--- src/rtl/first_fit_free_list_allocator_core_defines.svh ---
// assertion helpers, clocked on clk with active-low rst_n in scope
`ifndef FIRST_FIT_FREE_LIST_ALLOCATOR_CORE_DEFINES_SVH
`define FIRST_FIT_FREE_LIST_ALLOCATOR_CORE_DEFINES_SVH

`ifndef SYNTH
// expression holds at every edge out of reset
`define FFA_ASSERT(lbl, expr) \
  lbl: assert property (@(posedge clk) disable iff (!rst_n) (expr)) \
    else $error("assertion failed");
// consequent holds in the cycle after the trigger
`define FFA_ASSERT_NEXT(lbl, trig, cons) \
  lbl: assert property (@(posedge clk) disable iff (!rst_n) (trig) |=> (cons)) \
    else $error("assertion failed");
`else
`define FFA_ASSERT(lbl, expr)
`define FFA_ASSERT_NEXT(lbl, trig, cons)
`endif

`endif

--- src/rtl/ffa_pkg.sv ---
`timescale 1ns / 1ps
package ffa_pkg;

  localparam int MAX_REGIONS = 16;
  localparam int ADDR_W      = 32;
  localparam int IDX_W       = $clog2(MAX_REGIONS);
  localparam int CNT_W       = $clog2(MAX_REGIONS + 1);

  typedef enum logic [1:0] {
    ST_OK    = 2'd0,
    ST_NOFIT = 2'd1,
    ST_FULL  = 2'd2
  } status_t;

  // one datapath operation per cycle
  typedef enum logic [3:0] {
    CMD_NONE,
    CMD_LOAD,
    CMD_ASCAN,
    CMD_FSCAN,
    CMD_FPOS,
    CMD_FSHIFT,
    CMD_CSTART,
    CMD_CCMP,
    CMD_CREM,
    CMD_OUT
  } cmd_t;

  // datapath flags seen by the controller
  typedef struct packed {
    logic at_end;
    logic hit;
    logic touch;
    logic full;
    logic pos_found;
    logic shift_more;
    logic c_end;
    logic merge;
    logic rem_more;
    logic empty_rng;
    logic out_free;
  } dp_stat_t;

endpackage

--- src/rtl/first_fit_free_list_allocator_core.sv ---
`timescale 1ns / 1ps
// First-fit free-list allocator with coalescing.
// Input channel (in_valid / in_stall): one request word per item, in_op 0
// allocates in_alloc_size, in_op 1 frees [in_range_start, in_range_end).
// Result channel (out_valid / out_stall): one word per request, out_status
// and out_start_address (0 unless an allocate succeeded).
// Config channel (cfg_valid / cfg_ready): writing cfg_data sets the managed
// size and restarts the list as one region [0, size); taken only when idle.
// Requests run one at a time through a list scanner with one read port.
// Sequence: an allocate scans the regions for the first fit; an empty or
// reversed free goes straight to the result; any other free scans for a
// region it touches and widens it, or else finds the insert slot and shifts
// the later entries up to make room (status full when the list has no
// room); a free that changed the list then runs coalesce compares, moving
// the later entries down on each merge. The next request is taken as soon
// as the result word is in the output register.
// A finished word waits in the output register; a new request is taken
// while it waits, and the block holds a further result until the receiver
// drops out_stall. Reset empties the list and clears the output register.
module first_fit_free_list_allocator_core (
  input  logic                       clk,
  input  logic                       rst_n,
  input  logic                       in_valid,
  output logic                       in_stall,
  input  logic                       in_op,
  input  logic [ffa_pkg::ADDR_W-1:0] in_alloc_size,
  input  logic [ffa_pkg::ADDR_W-1:0] in_range_start,
  input  logic [ffa_pkg::ADDR_W-1:0] in_range_end,
  output logic                       out_valid,
  input  logic                       out_stall,
  output logic [1:0]                 out_status,
  output logic [ffa_pkg::ADDR_W-1:0] out_start_address,
  input  logic                       cfg_valid,
  output logic                       cfg_ready,
  input  logic [ffa_pkg::ADDR_W-1:0] cfg_data
);
  import ffa_pkg::*;

  cmd_t     cmd;
  dp_stat_t stat;

  ffa_ctrl u_ctrl (
    .clk       (clk),
    .rst_n     (rst_n),
    .in_valid  (in_valid),
    .in_op     (in_op),
    .in_stall  (in_stall),
    .cfg_ready (cfg_ready),
    .stat      (stat),
    .cmd       (cmd)
  );

  ffa_dpath u_dpath (
    .clk               (clk),
    .rst_n             (rst_n),
    .cmd               (cmd),
    .stat              (stat),
    .cfg_we            (cfg_valid && cfg_ready),
    .cfg_data          (cfg_data),
    .in_alloc_size     (in_alloc_size),
    .in_range_start    (in_range_start),
    .in_range_end      (in_range_end),
    .out_valid         (out_valid),
    .out_stall         (out_stall),
    .out_status        (out_status),
    .out_start_address (out_start_address)
  );

endmodule

--- src/rtl/ffa_ctrl.sv ---
`timescale 1ns / 1ps
module ffa_ctrl (
  input  logic            clk,
  input  logic            rst_n,
  input  logic            in_valid,
  input  logic            in_op,
  output logic            in_stall,
  output logic            cfg_ready,
  input  ffa_pkg::dp_stat_t stat,
  output ffa_pkg::cmd_t   cmd
);
  import ffa_pkg::*;

  typedef enum logic [10:0] {
    S_IDLE   = 11'b00000000001,
    S_ASCAN  = 11'b00000000010,
    S_FCHK   = 11'b00000000100,
    S_FSCAN  = 11'b00000001000,
    S_FPOS   = 11'b00000010000,
    S_FSHIFT = 11'b00000100000,
    S_CSTART = 11'b00001000000,
    S_CCMP   = 11'b00010000000,
    S_CREM   = 11'b00100000000,
    S_OUT    = 11'b01000000000,
    S_SPARE  = 11'b10000000000
  } state_t;

  state_t state_r, state_nxt;

  assign in_stall  = (state_r != S_IDLE);
  assign cfg_ready = (state_r == S_IDLE);

  // sequencing
  always_comb begin
    state_nxt = state_r;
    cmd       = CMD_NONE;
    unique case (state_r)
      S_IDLE: begin
        if (in_valid) begin
          cmd       = CMD_LOAD;
          state_nxt = in_op ? S_FCHK : S_ASCAN;
        end
      end
      S_ASCAN: begin
        cmd = CMD_ASCAN;
        if (stat.at_end || stat.hit) state_nxt = S_OUT;
      end
      S_FCHK: begin
        state_nxt = stat.empty_rng ? S_OUT : S_FSCAN;
      end
      S_FSCAN: begin
        cmd = CMD_FSCAN;
        if (stat.at_end) state_nxt = stat.full ? S_OUT : S_FPOS;
        else if (stat.touch) state_nxt = S_CSTART;
      end
      S_FPOS: begin
        cmd = CMD_FPOS;
        if (stat.pos_found) state_nxt = S_FSHIFT;
      end
      S_FSHIFT: begin
        cmd = CMD_FSHIFT;
        if (!stat.shift_more) state_nxt = S_CSTART;
      end
      S_CSTART: begin
        cmd       = CMD_CSTART;
        state_nxt = S_CCMP;
      end
      S_CCMP: begin
        cmd = CMD_CCMP;
        if (stat.c_end) state_nxt = S_OUT;
        else if (stat.merge) state_nxt = S_CREM;
      end
      S_CREM: begin
        cmd = CMD_CREM;
        if (!stat.rem_more) state_nxt = S_CCMP;
      end
      S_OUT: begin
        cmd = CMD_OUT;
        if (stat.out_free) state_nxt = S_IDLE;
      end
      default: state_nxt = S_IDLE;
    endcase
  end

  always_ff @(posedge clk) begin
    if (!rst_n) state_r <= S_IDLE;
    else        state_r <= state_nxt;
  end

endmodule

--- src/rtl/ffa_dpath.sv ---
`timescale 1ns / 1ps
`include "first_fit_free_list_allocator_core_defines.svh"
module ffa_dpath (
  input  logic                       clk,
  input  logic                       rst_n,
  input  ffa_pkg::cmd_t              cmd,
  output ffa_pkg::dp_stat_t          stat,
  input  logic                       cfg_we,
  input  logic [ffa_pkg::ADDR_W-1:0] cfg_data,
  input  logic [ffa_pkg::ADDR_W-1:0] in_alloc_size,
  input  logic [ffa_pkg::ADDR_W-1:0] in_range_start,
  input  logic [ffa_pkg::ADDR_W-1:0] in_range_end,
  output logic                       out_valid,
  input  logic                       out_stall,
  output logic [1:0]                 out_status,
  output logic [ffa_pkg::ADDR_W-1:0] out_start_address
);
  import ffa_pkg::*;

  // region list
  logic [ADDR_W-1:0] rs_r [MAX_REGIONS];
  logic [ADDR_W-1:0] rz_r [MAX_REGIONS];
  logic [CNT_W-1:0]  count_r, count_nxt;

  // request and working registers
  logic [ADDR_W-1:0] req_r, sa_r, ea_r;
  logic [CNT_W-1:0]  idx_r, idx_nxt, j_r, j_nxt, pos_r, pos_nxt;
  logic [ADDR_W-1:0] cur_start_r, cur_start_nxt, cur_size_r, cur_size_nxt;
  status_t           status_r, status_nxt;
  logic [ADDR_W-1:0] addr_r, addr_nxt;

  logic              out_valid_r;
  logic [1:0]        out_status_r;
  logic [ADDR_W-1:0] out_addr_r;

  logic [IDX_W-1:0]  rd_addr, wr_addr;
  logic [ADDR_W-1:0] rd_start, rd_size, rd_end, wr_start, wr_size, len;
  logic              we;
  logic [CNT_W-1:0]  j_m1, j_p1, idx_p1;
  logic [CNT_W:0]    idx_p1_w, j_p1_w;

  assign len      = ea_r - sa_r;
  assign j_m1     = j_r - 1'b1;
  assign j_p1     = j_r + 1'b1;
  assign idx_p1   = idx_r + 1'b1;
  assign idx_p1_w = {1'b0, idx_r} + 1'b1;
  assign j_p1_w   = {1'b0, j_r} + 1'b1;

  // single read port address
  always_comb begin
    unique case (cmd)
      CMD_FSHIFT: rd_addr = j_m1[IDX_W-1:0];
      CMD_CSTART: rd_addr = '0;
      CMD_CCMP:   rd_addr = idx_p1[IDX_W-1:0];
      CMD_CREM:   rd_addr = j_p1[IDX_W-1:0];
      default:    rd_addr = idx_r[IDX_W-1:0];
    endcase
  end

  assign rd_start = rs_r[rd_addr];
  assign rd_size  = rz_r[rd_addr];
  assign rd_end   = rd_start + rd_size;

  // flags
  always_comb begin
    stat            = '0;
    stat.at_end     = (idx_r >= count_r);
    stat.hit        = (rd_size > req_r);
    stat.touch      = (ea_r == rd_start) || (sa_r == rd_end);
    stat.full       = (count_r >= CNT_W'(MAX_REGIONS));
    stat.pos_found  = stat.at_end || (sa_r < rd_start);
    stat.shift_more = (j_r > pos_r);
    stat.c_end      = (idx_p1_w >= {1'b0, count_r});
    stat.merge      = ((cur_start_r + cur_size_r) == rd_start);
    stat.rem_more   = (j_p1_w < {1'b0, count_r});
    stat.empty_rng  = (ea_r <= sa_r);
    stat.out_free   = !out_valid_r || !out_stall;
  end

  // per-command update
  always_comb begin
    count_nxt     = count_r;
    idx_nxt       = idx_r;
    j_nxt         = j_r;
    pos_nxt       = pos_r;
    cur_start_nxt = cur_start_r;
    cur_size_nxt  = cur_size_r;
    status_nxt    = status_r;
    addr_nxt      = addr_r;
    we            = 1'b0;
    wr_addr       = idx_r[IDX_W-1:0];
    wr_start      = rd_start;
    wr_size       = rd_size;
    unique case (cmd)
      CMD_LOAD: begin
        idx_nxt    = '0;
        status_nxt = ST_OK;
        addr_nxt   = '0;
      end
      CMD_ASCAN: begin
        if (stat.at_end) begin
          status_nxt = ST_NOFIT;
        end else if (stat.hit) begin
          we       = 1'b1;
          wr_start = rd_start + req_r;
          wr_size  = rd_size - req_r;
          addr_nxt = rd_start;
        end else begin
          idx_nxt = idx_p1;
        end
      end
      CMD_FSCAN: begin
        if (stat.at_end) begin
          idx_nxt = '0;
          if (stat.full) status_nxt = ST_FULL;
        end else if (stat.touch) begin
          we       = 1'b1;
          wr_start = (ea_r == rd_start) ? sa_r : rd_start;
          wr_size  = rd_size + len;
        end else begin
          idx_nxt = idx_p1;
        end
      end
      CMD_FPOS: begin
        if (stat.pos_found) begin
          pos_nxt = idx_r;
          j_nxt   = count_r;
        end else begin
          idx_nxt = idx_p1;
        end
      end
      CMD_FSHIFT: begin
        we = 1'b1;
        if (stat.shift_more) begin
          wr_addr = j_r[IDX_W-1:0];
          j_nxt   = j_m1;
        end else begin
          wr_addr   = pos_r[IDX_W-1:0];
          wr_start  = sa_r;
          wr_size   = len;
          count_nxt = count_r + 1'b1;
        end
      end
      CMD_CSTART: begin
        idx_nxt       = '0;
        cur_start_nxt = rd_start;
        cur_size_nxt  = rd_size;
      end
      CMD_CCMP: begin
        if (!stat.c_end) begin
          if (stat.merge) begin
            we           = 1'b1;
            wr_start     = cur_start_r;
            wr_size      = cur_size_r + rd_size;
            cur_size_nxt = cur_size_r + rd_size;
            j_nxt        = idx_p1;
          end else begin
            cur_start_nxt = rd_start;
            cur_size_nxt  = rd_size;
            idx_nxt       = idx_p1;
          end
        end
      end
      CMD_CREM: begin
        if (stat.rem_more) begin
          we      = 1'b1;
          wr_addr = j_r[IDX_W-1:0];
          j_nxt   = j_p1;
        end else begin
          count_nxt = count_r - 1'b1;
        end
      end
      default: ;
    endcase
    // list restart on a register write
    if (cfg_we) begin
      we        = 1'b1;
      wr_addr   = '0;
      wr_start  = '0;
      wr_size   = cfg_data;
      count_nxt = CNT_W'(cfg_data != '0);
    end
  end

  // list storage
  always_ff @(posedge clk) begin
    if (we) begin
      rs_r[wr_addr] <= wr_start;
      rz_r[wr_addr] <= wr_size;
    end
  end

  // request capture and working registers
  always_ff @(posedge clk) begin
    if (cmd == CMD_LOAD) begin
      req_r <= in_alloc_size;
      sa_r  <= in_range_start;
      ea_r  <= in_range_end;
    end
    idx_r       <= idx_nxt;
    j_r         <= j_nxt;
    pos_r       <= pos_nxt;
    cur_start_r <= cur_start_nxt;
    cur_size_r  <= cur_size_nxt;
    status_r    <= status_nxt;
    addr_r      <= addr_nxt;
  end

  always_ff @(posedge clk) begin
    if (!rst_n) count_r <= '0;
    else        count_r <= count_nxt;
  end

  // output word register
  always_ff @(posedge clk) begin
    if (!rst_n) begin
      out_valid_r <= 1'b0;
    end else if (cmd == CMD_OUT && stat.out_free) begin
      out_valid_r <= 1'b1;
    end else if (!out_stall) begin
      out_valid_r <= 1'b0;
    end
  end

  always_ff @(posedge clk) begin
    if (cmd == CMD_OUT && stat.out_free) begin
      out_status_r <= status_r;
      out_addr_r   <= addr_r;
    end
  end

  assign out_valid         = out_valid_r;
  assign out_status        = out_status_r;
  assign out_start_address = out_addr_r;

  `FFA_ASSERT(a_count_bound, count_r <= CNT_W'(MAX_REGIONS))
  `FFA_ASSERT_NEXT(a_out_load, cmd == CMD_OUT && stat.out_free, out_valid_r)
  `FFA_ASSERT_NEXT(a_ins_grow, cmd == CMD_FSHIFT && !stat.shift_more && !cfg_we,
    count_r == $past(count_r) + 1'b1)
  `FFA_ASSERT_NEXT(a_alloc_addr, cmd == CMD_ASCAN && stat.at_end && !cfg_we,
    addr_r == '0 && status_r == ST_NOFIT)

endmodule

--- config.mk ---
export PLATFORM = sky130hd
export DESIGN_NAME = first_fit_free_list_allocator_core
export DESIGN_NICKNAME = d
export VERILOG_FILES = /design/src/rtl/ffa_pkg.sv /design/src/rtl/first_fit_free_list_allocator_core.sv /design/src/rtl/ffa_ctrl.sv /design/src/rtl/ffa_dpath.sv
export VERILOG_INCLUDE_DIRS = /design/src /design/src/rtl
export SDC_FILE = /design/constraint.sdc
export NUM_CORES = 2
export LEC_CHECK = 0
export ABC_AREA = 1
export BUFFER_PORTS_ARGS = -buffer_cell sky130_fd_sc_hd__clkbuf_2
export CAP_MARGIN = 5
export CORE_ASPECT_RATIO = 0.6
export CORE_UTILIZATION = 55
export CTS_CLUSTER_SIZE = 40
export DETAILED_ROUTE_END_ITERATION = 6
export HOLD_SLACK_MARGIN = 0.08
export PLACE_DENSITY_LB_ADDON = 0.15
export SYNTH_ARGS = -nofsm -noshare
export SYNTH_HDL_FRONTEND = slang
export SYNTH_SLANG_ARGS = --single-unit
--- constraint.sdc ---
create_clock -name clk -period 10.12 [get_ports clk]
set_input_delay 1.518 -clock clk [delete_from_list [all_inputs] [get_ports clk]]
set_output_delay 1.518 -clock clk [all_outputs]
set_load 0.1 [all_outputs]
==> results.yml <==
route:
  drtIter0Drc: 8642
  antenna_left: 0
  drc: 11
  wl_per_cell_um: 28.05
  vias_per_cell: 6.320
  routed_wl_mm: 246.3
  vias: 55493
  dr.pass1.iters: 7
clock_tree:
  cts_max_level: 3
  cts_num_sinks: 1283
  cts_made_buffers: 114
  clockBufferDepth: 3
  root_buffer: "clkbuf_16"
  post-cts-setup-buffer-count: 0
  cts_tree: "built"
  clk_pin_slew_ps: 70
  clk_latency_ps: 760
  cts_resized: 0
  ctsHoldBuffers: 0
placement:
  dpl.hpwl_mm: 175.6
  place_area_mm2: 0.07137
  routabilityCongestion: 1.061
  io_buffers: 170
sta:
  maxSlewHeadroom_pct: 11.61
  max_clock_freq_mhz: 101.6
  fin_skew_ps: 49.57
  period_share_pct: 97.30
  tns_ps: 0
  worst-slew-pin-transition_ps: 1312
  maxSlewViolCount: 0
  finalHoldViolCount: 0
  finalSetupViolCount: 0
  rsz0062_at_grt: "no"
  finalCriticalPeriod_ps: 9847
synthesis:
  syn_inst: 6884
  yosysWarnings: 0
  synth.distinct_cells: 63
  synth_edf_count: 1267
  syn_nets: 7297
  ys_seq_area_share_pct: 56.61
  synth_ff_type: "edfxtp_1"
  syn_area_per_cell_um2: 9.845
  synth-async-reset-ratio_pct: 0
  syn-cell-area_mm2: 0.06777
  ys_ff_latch: 1283
setup_path:
  ff2ff_path_depth: 35
  startpoint_type: "flip-flop"
  cp-startpoint: "u_ctrl.state_r[4]"
  max_stage_delay_ps: 580
  worst-path-stages: 35
  slowest_stage: "buf_4"
  path_class: "flip-flop to flip-flop"
  worst_path_dominant_cell_family: "simple AND/OR/NAND/NOR gates"
  path_max_fanout: 77
  crit-reg2reg-launch: "u_ctrl.state_r[4]"
  cp-endpoint: "u_dpath.rs_r[5][24]"
  worst_path_most_repeated_cell: "nand2_1"
  rr_endpoint: "u_dpath.rs_r[5][24]"
  crit_buf_inv: 7
  worstPathArrival_ps: 10240
  critPathCaptureType: "flip-flop"
  required_ps: 10510
  rrSetupSlack_ps: 270
finish:
  regArea_mm2: 0.03837
  nets: 7481
  syn_to_final_growth_pct: 10.95
  fillCellCount: 10124
  multi_input_area_mm2: 0.02618
  finalInstanceArea_mm2: 0.07519
  drive_above_1_share_pct: 9.661
floorplan:
  dieHeight_um: 273.9
  die_w_um: 455.2
  coreArea_mm2: 0.1219
  start_util_pct: 55.60
  rows: 99
  io_pins: 171
  die_area_mm2: 0.1247
global_routing:
  grt_pass1_vias: 49060
  grt_antenna_before_repair: 15
  grt_pass1_wl_mm: 349.6
  grt_util_all_layers_pct: 38.89
  gr-total-overflow: 0
  grt_max_degree: 107
min_path:
  worstHoldStart: "u_dpath.addr_r[22]"
  hp-class: "flip-flop to flip-flop"
outcome:
  violations: "DRC"
  outcome: "finished, violations left"
flow_run:
  cap_violations: 0
[how the worst min path moves through the flow]
stage | cells past startpoint | slack [ps] | to
2_1_floorplan | 0 | 400 | u_dpath.out_start_address[0]
3_3_place_gp | 0 | 400 | u_dpath.out_start_address[18]
3_5_place_dp | 0 | 400 | u_dpath.out_start_address[4]
4_1_cts | 0 | 370 | u_dpath.out_start_address[22]
5_1_grt | 0 | 380 | u_dpath.out_start_address[20]
6_report | 0 | 380 | u_dpath.out_start_address[22]
[cell type report]
class,count,share of cell area [%]
multi-input combinational,4763,34.81
clock inverter,79,1.168
antenna,2,0.006656
clock buffer,132,3.912
inverter,528,2.659
tap,1616,2.689
sequential,1283,51.02
timing repair buffer,378,3.729
[cell families (layout without fill, tap and decap cells)]
| logic type | after synthesis | count (layout) | share of synthesized area (%) |
|---|---|---|---|
| muxes | 1 | 1 | 0.01477 |
| other | 0 | 2 | 0 |
| xor gates and xnor gates | 240 | 240 | 3.246 |
| and+or+nand+nor | 3127 | 3127 | 20.06 |
| AOI/OAI and AO/OA | 1116 | 1116 | 9.759 |
| DFF | 1283 | 1283 | 56.61 |
| buffers and inverters | 838 | 1117 | 5.081 |
| adders and majority gates | 279 | 279 | 5.228 |
[worst register-to-register path, delay by kind of cell (launching register included)]
family / cells / cell delay (ps)
buf+inv: 7 / 2350
fa+ha+maj: 1 / 370
compound gates: 2 / 440
flops: 1 / 320
simple gates: 25 / 6000
[cell usage after synthesis, types with 11 or more instances]
cell | n | share of area (%)
o211ai_1 | 90 | 1.0
or2_1 | 27 | 0.25
buf_6 | 14 | 0.23
or2_2 | 30 | 0.28
nor2_1 | 396 | 2.2
buf_4 | 22 | 0.24
buf_2 | 88 | 0.65
o21bai_1 | 22 | 0.24
a21oi_1 | 359 | 2.7
a21boi_0 | 18 | 0.20
inv_1 | 509 | 2.8
o21ai_0 | 325 | 2.4
inv_2 | 15 | 0.083
a221oi_1 | 23 | 0.30
o22ai_1 | 86 | 0.79
nand3_1 | 904 | 6.7
o21a_1 | 19 | 0.21
nand2_2 | 27 | 0.25
dfxtp_1 | 16 | 0.47
nor3_1 | 53 | 0.39
ha_1 | 272 | 5.0
a21o_1 | 14 | 0.16
clkbuf_1 | 151 | 0.84
buf_1 | 35 | 0.19
xnor2_1 | 88 | 1.1
o221ai_1 | 48 | 0.62
a31oi_1 | 16 | 0.15
o21ai_1 | 29 | 0.21
nand4_1 | 58 | 0.54
edfxtp_1 | 1267 | 56
nor4_1 | 26 | 0.24
nand3b_1 | 11 | 0.12
xor2_1 | 145 | 1.9
a211oi_1 | 33 | 0.37
nand2_1 | 1559 | 8.6
[cells in the final DEF (no fill, tap or decap), types with 22 or more instances in the layout]
| master | instances |
|---|---|
| nand4_1 | 58 |
| o21bai_1 | 22 |
| nand3_1 | 904 |
| a21oi_1 | 359 |
| buf_12 | 31 |
| nand2_1 | 1556 |
| or2_2 | 30 |
| clkinv_2 | 28 |
| o21ai_1 | 29 |
| ha_1 | 272 |
| inv_1 | 505 |
| nor4_1 | 24 |
| clkbuf_16 | 115 |
| o21ai_0 | 325 |
| xor2_1 | 145 |
| clkbuf_2 | 170 |
| buf_4 | 176 |
| nor3_1 | 53 |
| o211ai_1 | 90 |
| nor2_1 | 379 |
| xnor2_1 | 88 |
| nand2_2 | 26 |
| a211oi_1 | 33 |
| o221ai_1 | 48 |
| a221oi_1 | 23 |
| or2_1 | 27 |
| edfxtp_1 | 1267 |
| o22ai_1 | 86 |
[state kept, by name, indices dropped and copies added, names as in the netlist]
| name | count |
|---|---|
| u_dpath.rs_r | 512 |
| u_dpath.rz_r | 512 |
| u_dpath.addr_r | 32 |
| u_dpath.cur_size_r | 32 |
| u_dpath.cur_start_r | 32 |
| u_dpath.ea_r | 32 |
| u_dpath.out_start_address | 32 |
| u_dpath.req_r | 32 |
| u_dpath.sa_r | 32 |
| u_ctrl.state_r | 10 |
| u_dpath.count_r | 5 |
| u_dpath.idx_r | 5 |
| u_dpath.j_r | 5 |
| u_dpath.pos_r | 5 |
| u_dpath.out_status | 2 |
| u_dpath.status_r | 2 |
| u_dpath.out_valid | 1 |
[layer usage]
layer	GRT usage [%]	part of all wire [%]	vias up
met2	49.72	38	3626
met1	60.35	44	26722
met5	1.524	0.14	-
met4	9.652	2.6	12
li1	-	-	24751
met3	15.05	15	382
[through the flow]
stage / instances / setup slack (ps) / util [%] / hold slack (ps)
2_1_floorplan: 6884 / 758.5 / - / 400.3
3_3_place_gp: 8568 / 527.5 / 58.55 / 402.3
3_5_place_dp: 8568 / 657.0 / 58.55 / 404.5
4_1_cts: 8779 / 590.6 / 61.68 / 368.8
5_1_grt: 8780 / 49.61 / 61.69 / 383.0
6_report: 8781 / 273.5 / 61.69 / 376.4
Power is left out: the tool's default activity adds up to more than one toggle a clock period on the data nets, which glitch-free logic cannot reach.
